<file path="config.mk">
export PLATFORM = sky130hd
export DESIGN_NAME = checked_frame_receiver_with_link_timeout_unit
export DESIGN_NICKNAME = d
export VERILOG_FILES = /design/src/rtl/core/cfrx_pkg.sv /design/src/rtl/core/checked_frame_receiver_with_link_timeout_unit.sv /design/src/rtl/core/cfrx_front.sv /design/src/rtl/core/cfrx_back.sv /design/src/rtl/core/cfrx_rsp_q.sv
export SDC_FILE = /design/constraint.sdc
export NUM_CORES = 1
export LEC_CHECK = 0
export ABC_AREA = 1
export BUFFER_PORTS_ARGS = -buffer_cell sky130_fd_sc_hd__buf_4
export CAP_MARGIN = 15
export CORE_MARGIN = 1
export CORE_UTILIZATION = 50
export DETAILED_ROUTE_END_ITERATION = 10
export MAX_ROUTING_LAYER = met4
export PLACE_DENSITY = 0.68
export SETUP_SLACK_MARGIN = 0.02
export SYNTH_ARGS = -nofsm -noshare
export SYNTH_HDL_FRONTEND = slang
export SYNTH_SLANG_ARGS = --single-unit
</file>
<file path="constraint.sdc">
create_clock -name clock -period 8.7 [get_ports clock]
set_input_delay 0.435 -clock clock [delete_from_list [all_inputs] [get_ports clock]]
set_output_delay 0.435 -clock clock [all_outputs]
set_load 0.03 [all_outputs]
</file>
<file path="src/rtl/core/cfrx_pkg.sv">
// Shared types and constants for the checked frame receiver.
// No dependencies; imported by every module of the block.
`timescale 1ns / 1ps
package cfrx_pkg;

   localparam logic [7:0] SYNC_FIRST    = 8'hAA;
   localparam logic [7:0] SYNC_SECOND   = 8'hFF;
   localparam logic [7:0] PAYLOAD_LIMIT = 8'd50;

   localparam logic [7:0]  HEARTBEAT_CMD_RESET = 8'hF5;
   localparam logic [15:0] OFFLINE_LIMIT_RESET = 16'd2000;

   localparam int unsigned CSR_INDEX_W = 8;
   localparam int unsigned CSR_DATA_W  = 16;
   localparam logic [CSR_INDEX_W-1:0] CSR_HEARTBEAT_CMD = 8'd0;
   localparam logic [CSR_INDEX_W-1:0] CSR_OFFLINE_LIMIT = 8'd1;

   localparam logic OP_BYTE = 1'b0;
   localparam logic OP_TICK = 1'b1;

   // parser phases
   localparam logic [2:0] PH_IDLE    = 3'd0;
   localparam logic [2:0] PH_SYNC1   = 3'd1;
   localparam logic [2:0] PH_SYNC2   = 3'd2;
   localparam logic [2:0] PH_CMD     = 3'd3;
   localparam logic [2:0] PH_PAYLOAD = 3'd4;
   localparam logic [2:0] PH_SUMCHK  = 3'd5;
   localparam logic [2:0] PH_ADDCHK  = 3'd6;

   // classified request beat, as held in the front queue
   typedef struct packed {
      logic       opcode;
      logic [7:0] rx_byte;
      logic [7:0] tick_ms;
      logic       is_sync_first;
      logic       is_sync_second;
      logic       len_ok;
   } req_item_type;

   typedef struct packed {
      logic       frame_valid;
      logic [7:0] frame_command;
      logic       heartbeat_seen;
      logic       link_offline;
   } rsp_item_type;

   // front-to-back handshake
   typedef struct packed {
      logic         avail;
      req_item_type item;
   } front_out_type;

endpackage

</file>
<file path="src/rtl/core/checked_frame_receiver_with_link_timeout_unit.sv">
// Checked frame receiver with link timeout: top level.
// A request beat is registered in the front queue, then in the result queue, before its result beat can be popped.
// Throughput: one beat per cycle; the back end retires one queued beat a cycle,
// gated only by space in the two-entry result queue.
// Reset (synchronous): empties both queues, idles the parser, clears the timer
// and offline flag, and loads the config registers with their defaults.
`timescale 1ns / 1ps
module checked_frame_receiver_with_link_timeout_unit import cfrx_pkg::*; (
   input  logic                   clock,
   input  logic                   reset,
   input  logic                   push,
   output logic                   full,
   input  logic                   req_opcode,
   input  logic [7:0]             req_rx_byte,
   input  logic [7:0]             req_tick_ms,
   output logic                   empty,
   input  logic                   pop,
   output logic                   rsp_frame_valid,
   output logic [7:0]             rsp_frame_command,
   output logic                   rsp_heartbeat_seen,
   output logic                   rsp_link_offline,
   input  logic                   csr_valid,
   output logic                   csr_ready,
   input  logic [CSR_INDEX_W-1:0] csr_index,
   input  logic [CSR_DATA_W-1:0]  csr_wdata
);

   front_out_type front_out;
   logic          take;
   logic          rsp_full;
   logic          rsp_push;
   rsp_item_type  rsp_item;
   rsp_item_type  head;

   cfrx_front u_front (
      .clock       (clock),
      .reset       (reset),
      .push        (push),
      .full        (full),
      .req_opcode  (req_opcode),
      .req_rx_byte (req_rx_byte),
      .req_tick_ms (req_tick_ms),
      .front_out   (front_out),
      .take        (take)
   );

   cfrx_back u_back (
      .clock     (clock),
      .reset     (reset),
      .csr_valid (csr_valid),
      .csr_ready (csr_ready),
      .csr_index (csr_index),
      .csr_wdata (csr_wdata),
      .front_out (front_out),
      .take      (take),
      .rsp_full  (rsp_full),
      .rsp_push  (rsp_push),
      .rsp_item  (rsp_item)
   );

   cfrx_rsp_q u_rsp_q (
      .clock    (clock),
      .reset    (reset),
      .enq      (rsp_push),
      .enq_item (rsp_item),
      .q_full   (rsp_full),
      .pop      (pop),
      .empty    (empty),
      .head     (head)
   );

   assign rsp_frame_valid    = head.frame_valid;
   assign rsp_frame_command  = head.frame_command;
   assign rsp_heartbeat_seen = head.heartbeat_seen;
   assign rsp_link_offline   = head.link_offline;

endmodule

</file>
<file path="src/rtl/core/cfrx_front.sv">
// Front end: accepts request beats, classifies each byte and queues it.
// Depends on cfrx_pkg.
`timescale 1ns / 1ps
module cfrx_front import cfrx_pkg::*; (
   input  logic          clock,
   input  logic          reset,
   input  logic          push,
   output logic          full,
   input  logic          req_opcode,
   input  logic [7:0]    req_rx_byte,
   input  logic [7:0]    req_tick_ms,
   output front_out_type front_out,
   input  logic          take
);

   req_item_type entry_ff [2];
   logic         wr_ptr_ff, wr_ptr_in;
   logic         rd_ptr_ff, rd_ptr_in;
   logic [1:0]   count_ff, count_in;
   req_item_type new_item;
   logic         push_ok, pop_ok;

   always_comb begin
      new_item.opcode         = req_opcode;
      new_item.rx_byte        = req_rx_byte;
      new_item.tick_ms        = req_tick_ms;
      new_item.is_sync_first  = (req_rx_byte == SYNC_FIRST);
      new_item.is_sync_second = (req_rx_byte == SYNC_SECOND);
      new_item.len_ok         = (req_rx_byte < PAYLOAD_LIMIT);
   end

   assign full            = (count_ff == 2'd2);
   assign push_ok         = push && !full;
   assign pop_ok          = take && (count_ff != 2'd0);
   assign front_out.avail = (count_ff != 2'd0);
   assign front_out.item  = entry_ff[rd_ptr_ff];

   always_comb begin
      wr_ptr_in = wr_ptr_ff ^ push_ok;
      rd_ptr_in = rd_ptr_ff ^ pop_ok;
      count_in  = count_ff + {1'b0, push_ok} - {1'b0, pop_ok};
   end

   always_ff @(posedge clock) begin
      if (reset) begin
         wr_ptr_ff <= 1'b0;
         rd_ptr_ff <= 1'b0;
         count_ff  <= 2'd0;
      end else begin
         wr_ptr_ff <= wr_ptr_in;
         rd_ptr_ff <= rd_ptr_in;
         count_ff  <= count_in;
      end
   end

   always_ff @(posedge clock) begin
      if (push_ok) begin
         entry_ff[wr_ptr_ff] <= new_item;
      end
   end

endmodule

</file>
<file path="src/rtl/core/cfrx_back.sv">
// Back end: frame parser, check sums, link timer and config registers.
// Depends on cfrx_pkg; one queued beat is retired per cycle while the result queue has space.
`timescale 1ns / 1ps
module cfrx_back import cfrx_pkg::*; (
   input  logic                   clock,
   input  logic                   reset,
   input  logic                   csr_valid,
   output logic                   csr_ready,
   input  logic [CSR_INDEX_W-1:0] csr_index,
   input  logic [CSR_DATA_W-1:0]  csr_wdata,
   input  front_out_type          front_out,
   output logic                   take,
   input  logic                   rsp_full,
   output logic                   rsp_push,
   output rsp_item_type           rsp_item
);

   logic [7:0]  hb_cmd_ff;
   logic [15:0] limit_ff;

   logic [2:0]  phase_ff, phase_in;
   logic [5:0]  left_ff, left_in;
   logic [7:0]  sum_ff, sum_in;
   logic [7:0]  add_ff, add_in;
   logic        matched_ff, matched_in;
   logic [7:0]  cmd_ff, cmd_in;
   logic [15:0] elapsed_ff, elapsed_in;
   logic        offline_ff, offline_in;

   req_item_type it;
   logic [7:0]   acc_base, sum_next, add_next;
   logic [16:0]  tick_sum;
   logic [5:0]   left_dec;
   logic         do_acc;

   assign csr_ready = 1'b1;
   assign it        = front_out.item;
   assign take      = front_out.avail && !rsp_full;
   assign rsp_push  = take;

   // running sums; a first sync byte restarts them
   assign acc_base = (phase_ff == PH_IDLE) ? 8'd0 : sum_ff;
   assign sum_next = acc_base + it.rx_byte;
   assign add_next = ((phase_ff == PH_IDLE) ? 8'd0 : add_ff) + sum_next;
   assign tick_sum = {1'b0, elapsed_ff} + {9'd0, it.tick_ms};
   assign left_dec = left_ff - 6'd1;

   always_comb begin
      phase_in   = phase_ff;
      left_in    = left_ff;
      sum_in     = sum_ff;
      add_in     = add_ff;
      matched_in = matched_ff;
      cmd_in     = cmd_ff;
      elapsed_in = elapsed_ff;
      offline_in = offline_ff;
      do_acc     = 1'b0;
      rsp_item   = '0;

      if (it.opcode == OP_TICK) begin
         if (elapsed_ff < limit_ff) begin
            elapsed_in = tick_sum[16] ? 16'hFFFF : tick_sum[15:0];
         end else begin
            offline_in = 1'b1;
         end
      end else begin
         priority if (phase_ff == PH_IDLE && it.is_sync_first) begin
            phase_in = PH_SYNC1;
            do_acc   = 1'b1;
         end else if (phase_ff == PH_SYNC1 && it.is_sync_second) begin
            phase_in = PH_SYNC2;
            do_acc   = 1'b1;
         end else if (phase_ff == PH_SYNC2) begin
            phase_in = PH_CMD;
            cmd_in   = it.rx_byte;
            do_acc   = 1'b1;
         end else if (phase_ff == PH_CMD && it.len_ok) begin
            phase_in = PH_PAYLOAD;
            left_in  = it.rx_byte[5:0];
            do_acc   = 1'b1;
         end else if (phase_ff == PH_PAYLOAD && left_ff != 6'd0) begin
            left_in = left_dec;
            do_acc  = 1'b1;
            if (left_dec == 6'd0) begin
               phase_in = PH_SUMCHK;
            end
         end else if (phase_ff == PH_SUMCHK) begin
            phase_in   = PH_ADDCHK;
            matched_in = (it.rx_byte == sum_ff);
         end else if (phase_ff == PH_ADDCHK) begin
            phase_in               = PH_IDLE;
            rsp_item.frame_command = cmd_ff;
            if (matched_ff && it.rx_byte == add_ff) begin
               rsp_item.frame_valid = 1'b1;
               if (cmd_ff == hb_cmd_ff) begin
                  rsp_item.heartbeat_seen = 1'b1;
                  elapsed_in              = 16'd0;
                  offline_in              = 1'b0;
               end
            end
         end else begin
            // bad sync, oversize length, empty payload, unused phase
            phase_in = PH_IDLE;
         end
      end

      if (do_acc) begin
         sum_in = sum_next;
         add_in = add_next;
      end
      rsp_item.link_offline = offline_in;
   end

   always_ff @(posedge clock) begin
      if (reset) begin
         phase_ff   <= PH_IDLE;
         left_ff    <= 6'd0;
         sum_ff     <= 8'd0;
         add_ff     <= 8'd0;
         matched_ff <= 1'b0;
         cmd_ff     <= 8'd0;
         elapsed_ff <= 16'd0;
         offline_ff <= 1'b0;
      end else if (take) begin
         phase_ff   <= phase_in;
         left_ff    <= left_in;
         sum_ff     <= sum_in;
         add_ff     <= add_in;
         matched_ff <= matched_in;
         cmd_ff     <= cmd_in;
         elapsed_ff <= elapsed_in;
         offline_ff <= offline_in;
      end
   end

   always_ff @(posedge clock) begin
      if (reset) begin
         hb_cmd_ff <= HEARTBEAT_CMD_RESET;
         limit_ff  <= OFFLINE_LIMIT_RESET;
      end else if (csr_valid) begin
         if (csr_index == CSR_HEARTBEAT_CMD) begin
            hb_cmd_ff <= csr_wdata[7:0];
         end else if (csr_index == CSR_OFFLINE_LIMIT) begin
            limit_ff <= csr_wdata;
         end
      end
   end

endmodule

</file>
<file path="src/rtl/core/cfrx_rsp_q.sv">
// Two-entry result queue between the back end and the response ports.
// Depends on cfrx_pkg.
`timescale 1ns / 1ps
module cfrx_rsp_q import cfrx_pkg::*; (
   input  logic         clock,
   input  logic         reset,
   input  logic         enq,
   input  rsp_item_type enq_item,
   output logic         q_full,
   input  logic         pop,
   output logic         empty,
   output rsp_item_type head
);

   rsp_item_type entry_ff [2];
   logic         wr_ptr_ff, rd_ptr_ff;
   logic [1:0]   count_ff, count_in;
   logic         enq_ok, pop_ok;

   assign q_full = (count_ff == 2'd2);
   assign empty  = (count_ff == 2'd0);
   assign enq_ok = enq && !q_full;
   assign pop_ok = pop && !empty;
   assign head   = entry_ff[rd_ptr_ff];
   assign count_in = count_ff + {1'b0, enq_ok} - {1'b0, pop_ok};

   always_ff @(posedge clock) begin
      if (reset) begin
         wr_ptr_ff <= 1'b0;
         rd_ptr_ff <= 1'b0;
         count_ff  <= 2'd0;
      end else begin
         wr_ptr_ff <= wr_ptr_ff ^ enq_ok;
         rd_ptr_ff <= rd_ptr_ff ^ pop_ok;
         count_ff  <= count_in;
      end
   end

   always_ff @(posedge clock) begin
      if (enq_ok) begin
         entry_ff[wr_ptr_ff] <= enq_item;
      end
   end

endmodule

</file>
After elaboration in Yosys (flattened, before gate mapping)
Memories as Yosys holds them, arrays and structs flattened. A register that Yosys moved wholly into a read port is not among the register bits. Cells that the tools add are included.

Reduce and logical (&&, ||, !) cells: 31. Muxes and demuxes: 57. Eq/ne operators: 22. $add $sub $neg: 8. Order comparisons: 2. Bitwise operators: 11.

Operators with widths (count): 16-bit 2-to-1 mux (12); 10-bit 2-to-1 mux (8); 1-bit 2-to-1 mux (26); 8-bit equality test (3); 3-bit 2-to-1 mux (7); 16-bit by 8-bit adder with 17-bit output (1); 8-bit adder (2); 8-bit equality test, second input constant (2); 16-bit less-than comparator (1); 8-bit 2-to-1 mux (2); 6-bit 2-to-1 mux (2); 2-bit by 1-bit != test with 1-bit output, second input constant (6); 11-bit AND reduction (1); 1-bit logical AND (10); 2-bit nonzero test (5); 3-bit equality test, second input constant (3); 8-bit by 1-bit equality test with 1-bit output, second input constant (1); 8-bit logical NOT (1); 8-bit by 6-bit less-than comparator with 1-bit output, second input constant (1); 8-bit AND reduction (1); 1-bit NOT (7); 3-bit by 2-bit equality test with 1-bit output, second input constant (2); 6-bit logical NOT (1); 6-bit by 2-bit != test with 1-bit output, second input constant (1); 15 further kinds (25).

Memories kept: 2. Logic and storage cells: 149. RAM bits: 62. Bits in registers: 83. Output and inout port bits: 14. Input bits: 46.

Memories: u_front.entry_ff (words 2, width 20, rd ports 1, clocked after memory_dff 1, wr ports 1, RTL line cfrx_front.sv:16) `req_item_type entry_ff [2];`; u_rsp_q.entry_ff (words 2, width 11, rd ports 1, clocked after memory_dff 1, wr ports 1, RTL line cfrx_rsp_q.sv:15) `rsp_item_type entry_ff [2];`.

Longest topological paths before layout
Gate-level depths: netlist of run 1.

Depth in word-level cells: 11. Depth in mapped cells: 21. Mapped depth without buffers: 20.

By module
Synthesis of run 1 repeated with hierarchy kept, for this count alone.

Cells, all modules: 970. Area total of the unflattened synthesis: 8074.0 sq um.

Modules (own cells, without submodules): cfrx_back (cells each 789, instances 1, sequential area each 1501.4 sq um, area each 5257.5 sq um); cfrx_front (cells each 112, instances 1, sequential area each 1281.2 sq um, area each 1754.2 sq um); cfrx_rsp_q (cells each 69, instances 1, sequential area each 740.7 sq um, area each 1062.3 sq um).

Least setup slack after synthesis of run 1
OpenSTA, ideal clock, no wires.

Path type: register -> register. Start point: register u_back.phase_ff[0]. End point: register u_back.add_ff[7]. Data required time: 8.591 ns. Clock period less this slack: 3.189 ns. Setup time: 0.109 ns. Cell stages (with the launch flop): 22. Path buffers: 1. Slack: 5.511 ns. Data arrival time: 3.080 ns. Cell sequence: dfxtp_1 -> nor2_1 -> nand2_1 -> inv_1 -> clkbuf_1 -> nor2_1 -> ha_1 -> fa_1 -> nand3_1 -> nand2_1 -> a21oi_1 -> o21bai_1 -> xor2_1 -> inv_1 -> ha_1 -> a21oi_1 -> o31ai_1 -> a21oi_1 -> nand3b_1 -> nand3_1 -> nand2_1 -> inv_1.

Elaborated cells on any way between the ends: 20. Classes of those cells: add/sub: 2; eq/ne: 4; mux: 8; reduce/logical: 6.

RTL lines: start: declaration (RTL line cfrx_back.sv:21) `logic [2:0] phase_ff, phase_in;`; start signal: assignment (RTL line cfrx_back.sv:125) `phase_ff <= phase_in;`; 3-bit logical NOT (RTL line cfrx_back.sv:42) `assign acc_base = (phase_ff == PH_IDLE) ? 8'd0 : sum_ff;`; 8-bit 2-to-1 mux (RTL line cfrx_back.sv:42); 8-bit adder (RTL line cfrx_back.sv:43) `assign sum_next = acc_base + it.rx_byte;`; via u_back.sum_next[6] (RTL line cfrx_back.sv:31) `logic [7:0] acc_base, sum_next, add_next;`; 8-bit adder (RTL line cfrx_back.sv:44) `assign add_next = ((phase_ff == PH_IDLE) ? 8'd0 : add_ff) + sum_next;`; end signal: assignment (RTL line cfrx_back.sv:128) `add_ff <= add_in;`; end: declaration (RTL line cfrx_back.sv:24) `logic [7:0] add_ff, add_in;`.

The timed path passes the listed nets, and every way through them passes these cells. A chain may end at the register's enable or synchronous reset.

==> results_dict.tcl, run 1 <==
set metrics [dict create \
    grt_max_degree 54 \
    die_w_um 127.4 \
    syn_inst 985 \
    place_ws_ns 4.858 \
    gr-total-overflow 0 \
    syn_area_per_cell_um2 7.981 \
    cts_tree "done" \
    first_pass_iters 5 \
    clock_path_buffers 2 \
    die_h_um 127.4 \
    grt.total_usage_pct 23.38 \
    antenna_found_initial 0 \
    grt_pass1_wl_um 28710 \
    cts_setup_buffers 0 \
    grt_pass1_vias 5933 \
    yosys.area_share.simple_pct 23.25 \
    insertion_delay_ns 0.42 \
    clk_pin_slew_ns 0.06 \
    portBuffers 58 \
    combPwrFrac_pct 38.9 \
    status "complete, no violations" \
    yosysSeqAreaShare_pct 44.82 \
    seqPwrFrac_pct 34.5 \
    nFillCells 1366 \
    setup_viol 0 \
    rsz0062_at_grt "no" \
    rows 45 \
    synth_mux_area_share_pct 0.2706 \
    via_per_inst 5.109 \
    drive_gt1_share_pct 10.88 \
    initial_core_util_pct 51.52 \
    tns_ns 0 \
    synth_seq_cells 145 \
    synthTopCellsByCount "253 x nand2_1, 114 x inv_1, 93 x a21oi_1" \
    wire_per_inst_um 13.76 \
    area_growth_pct 14.29 \
    required_ns 9.07 \
    p_int_mw 1.629 \
    cp-start-kind "register" \
    cts_htree_levels 4 \
    core_um2 15260 \
    async_flop_share_pct 0 \
    clock-skew-final_ns 0.008612 \
    synth_edf_count 62 \
    end_kind "register" \
    cellPowerDensity_nw_per_um2 301.2 \
    cts_buffers 17 \
    hold_path_class "in -> reg" \
    synth_fa_ha_area_share_pct 8.404 \
    num_antenna_cells 0 \
    syn-num-nets 1082 \
    nets 1132 \
    p_sw_mw 1.078 \
    drc_errors 0 \
    cp_max_fo 25 \
    synth_top_family_by_area "simple AND/OR/NAND/NOR gates" \
    synth_compound_area_share_pct 12.03 \
    vias 6432 \
    synth_area_um2 7861 \
    critPathKind "reg -> reg" \
    hold_violations 0 \
    io_pins 60 \
    place_hpwl_um 12820 \
    synth_xor_xnor_area_share_pct 3.342 \
    clkPwrFrac_pct 26.6 \
    clockRootBuffer "clkbuf_16" \
    yosysWarnings 0 \
    ys.flop_type "dfxtp_1" \
    swShare_pct 39.82 \
    period_needed_ns 3.857 \
    ant_nets 0 \
    drtIter0Drc 499 \
    tightest_slew_ns 0.9125 \
    leakage_nw 3.975 \
    ir_worst_vdd_mv 0.1723 \
    setup_ws_ns 4.843 \
    yosysUniqueCellTypes 43 \
    final-max-slew-violation-count 0 \
    yosysTopAreaCell "edfxtp_1" \
    period_share_pct 44.34 \
    synthDominantCellAreaShare_pct 23.68 \
    die-area_um2 16230 \
    yosys-top-cells-area "edfxtp_1 24%, dfxtp_1 21%, nand2_1 12%" \
    cts_resized 0 \
    max_cap_viol_count 0 \
    fmax_mhz 259.2 \
    slew_headroom_pct 39.17 \
    worstPathArrival_ns 4.23 \
    gp_congestion 0.8863 \
    routed_wl_um 17330 \
    clock-sinks 145 \
    synth_most_common_cell "nand2_1" \
    ctsHoldBuffers 0 \
]
-- final cells by class --
| class | instances | area, um2 | area share [%] |
|---|---|---|---|
| Inverter | 120 | 450.4 | 5.013 |
| Tap cell | 211 | 264.0 | 2.938 |
| Clock inverter | 15 | 156.4 | 1.741 |
| Sequential cell | 145 | 3523 | 39.21 |
| Multi-Input combinational cell | 692 | 3722 | 41.43 |
| Clock buffer | 17 | 425.4 | 4.735 |
| Timing Repair Buffer | 59 | 442.9 | 4.930 |
-- routing by layer --
layer / routed length [um] / share of wire, % / GRT usage (%)
met1: 8593 / 50 / 31.62
met2: 7801 / 45 / 36.10
met3: 801 / 4.6 / 4.271
met4: 131 / 0.76 / 6.303
met5: 0 / 0 / -
-- per-stage QoR --
stage          util [%]  cell area [um2]  cells  hold slack [ns]  power, mW
5_1_grt           58.88             8985   1259           0.1798      2.902
3_5_place_dp      55.07             8403   1227           0.4604      1.998
6_report          58.88             8985   1259           0.1971      2.706
4_1_cts           58.88             8985   1259           0.1775      2.720
3_3_place_gp      55.07             8403   1227           0.4521      1.984
2_1_floorplan         -             7861    985           0.4331      1.746
-- power groups by stage --
stage                     clock (mW)  sequential (mW)  combinational, mW
after global routing           0.761            0.949               1.19
after detailed placement           0            0.948               1.05
final                          0.720            0.935               1.05
after CTS                      0.732            0.934               1.05
after global placement             0            0.948               1.04
after floorplan                    0            0.912              0.834
-- logic make-up after synthesis --
group                    count (synthesis)
AND/OR/NAND/NOR                        432
AO/OA/AOI/OAI                          176
buffers and inverters                  148
flip-flops                             145
adder cells (fa/ha/maj)                 51
XOR/XNOR                                30
multiplexers                             2
other                                    1
-- worst max-delay path, cell delays in order (launching register included) --
cell	delay [ns]
dfxtp_1	0.83
inv_2	0.40
nand2_2	0.17
nand2_2	0.10
ha_1	0.24
fa_1	0.41
nand3_1	0.10
nand2_1	0.08
a21oi_1	0.13
o21bai_1	0.08
xor2_1	0.18
inv_1	0.07
ha_1	0.32
inv_1	0.07
o31ai_1	0.23
a21oi_1	0.07
nand3b_1	0.16
nand3_1	0.08
nand2_1	0.05
inv_1	0.04
-- final timing paths --
check                                         from                                end  slack [ns]  depth (start not counted)
setup / recovery      u_front.rd_ptr_ff$_SDFF_PP0_      u_back.add_ff[7]$_SDFFE_PP0P_        4.84                         19
hold / removal                          req_opcode  u_front.entry_ff[1][19]$_DFFE_PP_        0.20                          1
setup reg to reg      u_front.rd_ptr_ff$_SDFF_PP0_      u_back.add_ff[7]$_SDFFE_PP0P_        4.84                         19
hold reg to reg   u_back.limit_ff[14]$_SDFFE_PP0P_   u_back.limit_ff[14]$_SDFFE_PP0P_        0.47                          2
-- flip-flops by register name, indices dropped and copies added, names as in the netlist, 2 cells and up --
signal / cells
u_back.add_ff: 8
u_back.sum_ff: 8
u_front.count_ff: 2
u_back.limit_ff: 16
u_back.hb_cmd_ff: 8
u_back.left_ff: 6
u_rsp_q.entry_ff: 22
u_back.phase_ff: 3
u_front.entry_ff: 40
u_back.cmd_ff: 8
u_back.elapsed_ff: 16
u_rsp_q.count_ff: 2
-- cell usage in the layout, fill, tap and decap left out, types with 48 or more instances in the layout --
| master | instances |
|---|---|
| dfxtp_1 | 83 |
| edfxtp_1 | 62 |
| a21oi_1 | 93 |
| buf_4 | 59 |
| o21ai_0 | 57 |
| nor2_1 | 68 |
| ha_1 | 48 |
| nand3_1 | 58 |
| inv_1 | 113 |
| nand2_1 | 253 |
Note: power is estimated with default switching activity, not from simulation.
==> run 2, diff against run 1 <==
Settings changed: PLACE_DENSITY 0.68 to 0.71.
Clock period 8.7 ns to 3.4 ns, I/O delays scaled along.
==> run 2 against run 1 <==
Sequential power increased to 2.5 times the previous value. Via count increased by 3.4%. Flip-flop and latch count unchanged. Cell area increased by 3.6%. Final cell count increased by 2.5%. Worst hold slack got worse by 0.18 ns. Power increased to 2.6 times the previous value. Global-route usage increased by 0.72 points. Clock-buffer cell count unchanged. Critical endpoint unchanged.
==> results_dict.tcl, run 2 (synthesis gave the netlist of run 1 again) <==
set metrics [dict create \
    final-max-slew-violation-count 0 \
    hold_path_class "in -> reg" \
    clock-sinks 145 \
    required_ns 3.73 \
    via_per_inst 5.153 \
    max_cap_viol_count 0 \
    clkPwrFrac_pct 27.0 \
    clockRootBuffer "clkbuf_16" \
    critPathKind "reg -> reg" \
    leakage_nw 4.138 \
    vias 6648 \
    hold_violations 0 \
    grt.total_usage_pct 24.10 \
    antenna_found_initial 0 \
    whs_endpoint "u_back.hb_cmd_ff[5]$_SDFFE_PP1P_" \
    final_cell_mix "253 x nand2_1, 113 x inv_1, 93 x a21oi_1, 83 x dfxtp_1, 68 x nor2_1" \
    layout_commonest_cell "nand2_1" \
    routed_wl_um 17870 \
    drc_errors 0 \
    area_growth_pct 18.46 \
    die_h_um 127.4 \
    place_hpwl_um 12980 \
    clk_pin_slew_ns 0.06 \
    nets 1163 \
    r2r_cells 19 \
    largest_reg_flops 40 \
    worstPathArrival_ns 3.51 \
    ff2ff_setup_slack_ns 0.22 \
    period_needed_ns 3.178 \
    period_share_pct 93.46 \
    die-area_um2 16230 \
    cp-start-kind "register" \
    largest_register "u_front.entry_ff" \
    drive_gt1_share_pct 11.58 \
    nFillCells 1328 \
    gp_congestion 0.9172 \
    io_pins 60 \
    wire_per_inst_um 13.85 \
    grt_max_degree 35 \
    clock-skew-final_ns 0.008530 \
    tns_ns 0 \
    combPwrFrac_pct 39.8 \
    drtIter0Drc 457 \
    crit_buf_inv 3 \
    initial_core_util_pct 51.52 \
    cts_buffers 17 \
    portBuffers 58 \
    swShare_pct 39.38 \
    num_antenna_cells 0 \
    setup_viol 0 \
    first_pass_iters 5 \
    die_w_um 127.4 \
    end_kind "register" \
    cts_htree_levels 4 \
    fin_cells 1290 \
    crit_slowest_cell "fa_1" \
    reg_top3 "u_front.entry_ff (40), u_rsp_q.entry_ff (22)" \
    cts_tree "done" \
    ir_worst_vdd_mv 0.4059 \
    tightest_slew_ns 0.9086 \
    fmax_mhz 314.7 \
    status "complete, no violations" \
    cp_top_family "adder cells" \
    min_from "csr_wdata[5]" \
    cp_max_fo 9 \
    rows 45 \
    insertion_delay_ns 0.43 \
    gr-total-overflow 0 \
    grt_pass1_wl_um 29380 \
    cp_cell_sequence "buf_4, nand2_1, nand2_2, ha_1, fa_1, nand3_1, nand2_1, a21oi_1, o21bai_1, xor2_1, inv_1, ha_1, a21oi_1, o31ai_2, a21oi_1, nand3b_1, nand3_1, nand2_1, inv_1" \
    seqPwrFrac_pct 33.2 \
    ant_nets 0 \
    grt_pass1_vias 6137 \
    cpPeakStageDelay_ns 0.41 \
    worstReg2RegStart "u_front.rd_ptr_ff$_SDFF_PP0_" \
    r2r_end "u_back.add_ff[7]$_SDFFE_PP0P_" \
    slew_headroom_pct 39.43 \
    cellPowerDensity_nw_per_um2 767.1 \
    clock_path_buffers 2 \
    p_sw_mw 2.814 \
    core_um2 15260 \
    min_path_cells 3 \
    p_int_mw 4.330 \
    fin_util_pct 61.03 \
    place_inst 1234 \
]
[run 2: changes by cell type in the layout (fill, tap and decap cells not counted), sizes merged]
cell and delta:
dlygate4sd3 +23, buf +8, clkinvlp -2, bufinv +1, clkinv +1
[run 2: routing by layer]
metal | global-route usage [%] | part of all wire [%]
met1 | 31.62 | 48
met4 | 8.683 | 1.6
met2 | 37.42 | 46
met3 | 4.313 | 5.2
met5 | - | 0
[run 2: layout make-up]
cell class              count  area, um2  share of cell area, %
clock inverters            15      181.4                  1.948
clock buffers              17      425.4                  4.568
flip-flops and latches    145       3523                  37.83
repair buffers             90      740.7                  7.954
inverters                 120      450.4                  4.837
well taps                 211      264.0                  2.835
multi-input cells         692       3727                  40.02
[run 2: timing repair]
action | in CTS | in global routing
buffers inserted | 0 | 1
endpoints found under the setup margin | 0 | 1
resized for setup | 0 | 4
hold buffers | 23 | 0
hold endpoints to repair | 41 | 0
[run 2: how the worst max path moves through the flow]
stage / startpoint / to / slack [ns] / cells past startpoint
CTS: u_back.phase_ff[0]$_SDFFE_PP0P_ / u_back.add_ff[7]$_SDFFE_PP0P_ / 0.26 / 20
finish: u_front.rd_ptr_ff$_SDFF_PP0_ / u_back.add_ff[7]$_SDFFE_PP0P_ / 0.22 / 19
detailed placement: u_back.phase_ff[0]$_SDFFE_PP0P_ / u_back.add_ff[7]$_SDFFE_PP0P_ / 0.27 / 20
floorplan: u_back.phase_ff[0]$_SDFFE_PP0P_ / u_back.add_ff[7]$_SDFFE_PP0P_ / 0.21 / 21
global placement: u_back.phase_ff[0]$_SDFFE_PP0P_ / u_back.add_ff[7]$_SDFFE_PP0P_ / 0.34 / 20
global route: u_front.rd_ptr_ff$_SDFF_PP0_ / u_back.add_ff[7]$_SDFFE_PP0P_ / -0.02 / 19
[run 2: power groups by stage]
| stage | logic [mW] | registers (mW) | clock network (mW) |
|---|---|---|---|
| after floorplan | 2.13 | 2.33 | 0 |
| after global placement | 2.73 | 2.39 | 0 |
| after detailed placement | 2.77 | 2.40 | 0 |
| after CTS | 2.81 | 2.37 | 1.96 |
| after global routing | 3.21 | 2.40 | 2.03 |
| final | 2.85 | 2.37 | 1.93 |
[run 2: stage by stage]
stage	worst slack, ns	total power [mW]	hold slack, ns	instance area (um2)
after global routing	-0.01998	7.645	0.009305	9313
after global placement	0.3357	5.123	0.3557	8456
after detailed placement	0.2725	5.176	0.3577	8456
after CTS	0.2631	7.134	0.006200	9293
final	0.2224	7.144	0.01387	9313
after floorplan	0.2108	4.468	0.2689	7861
[run 2: worst min-delay path, stage by stage]
cell and delay (ns):
buf_4 0.10, a21oi_1 0.06, o21ai_0 0.07
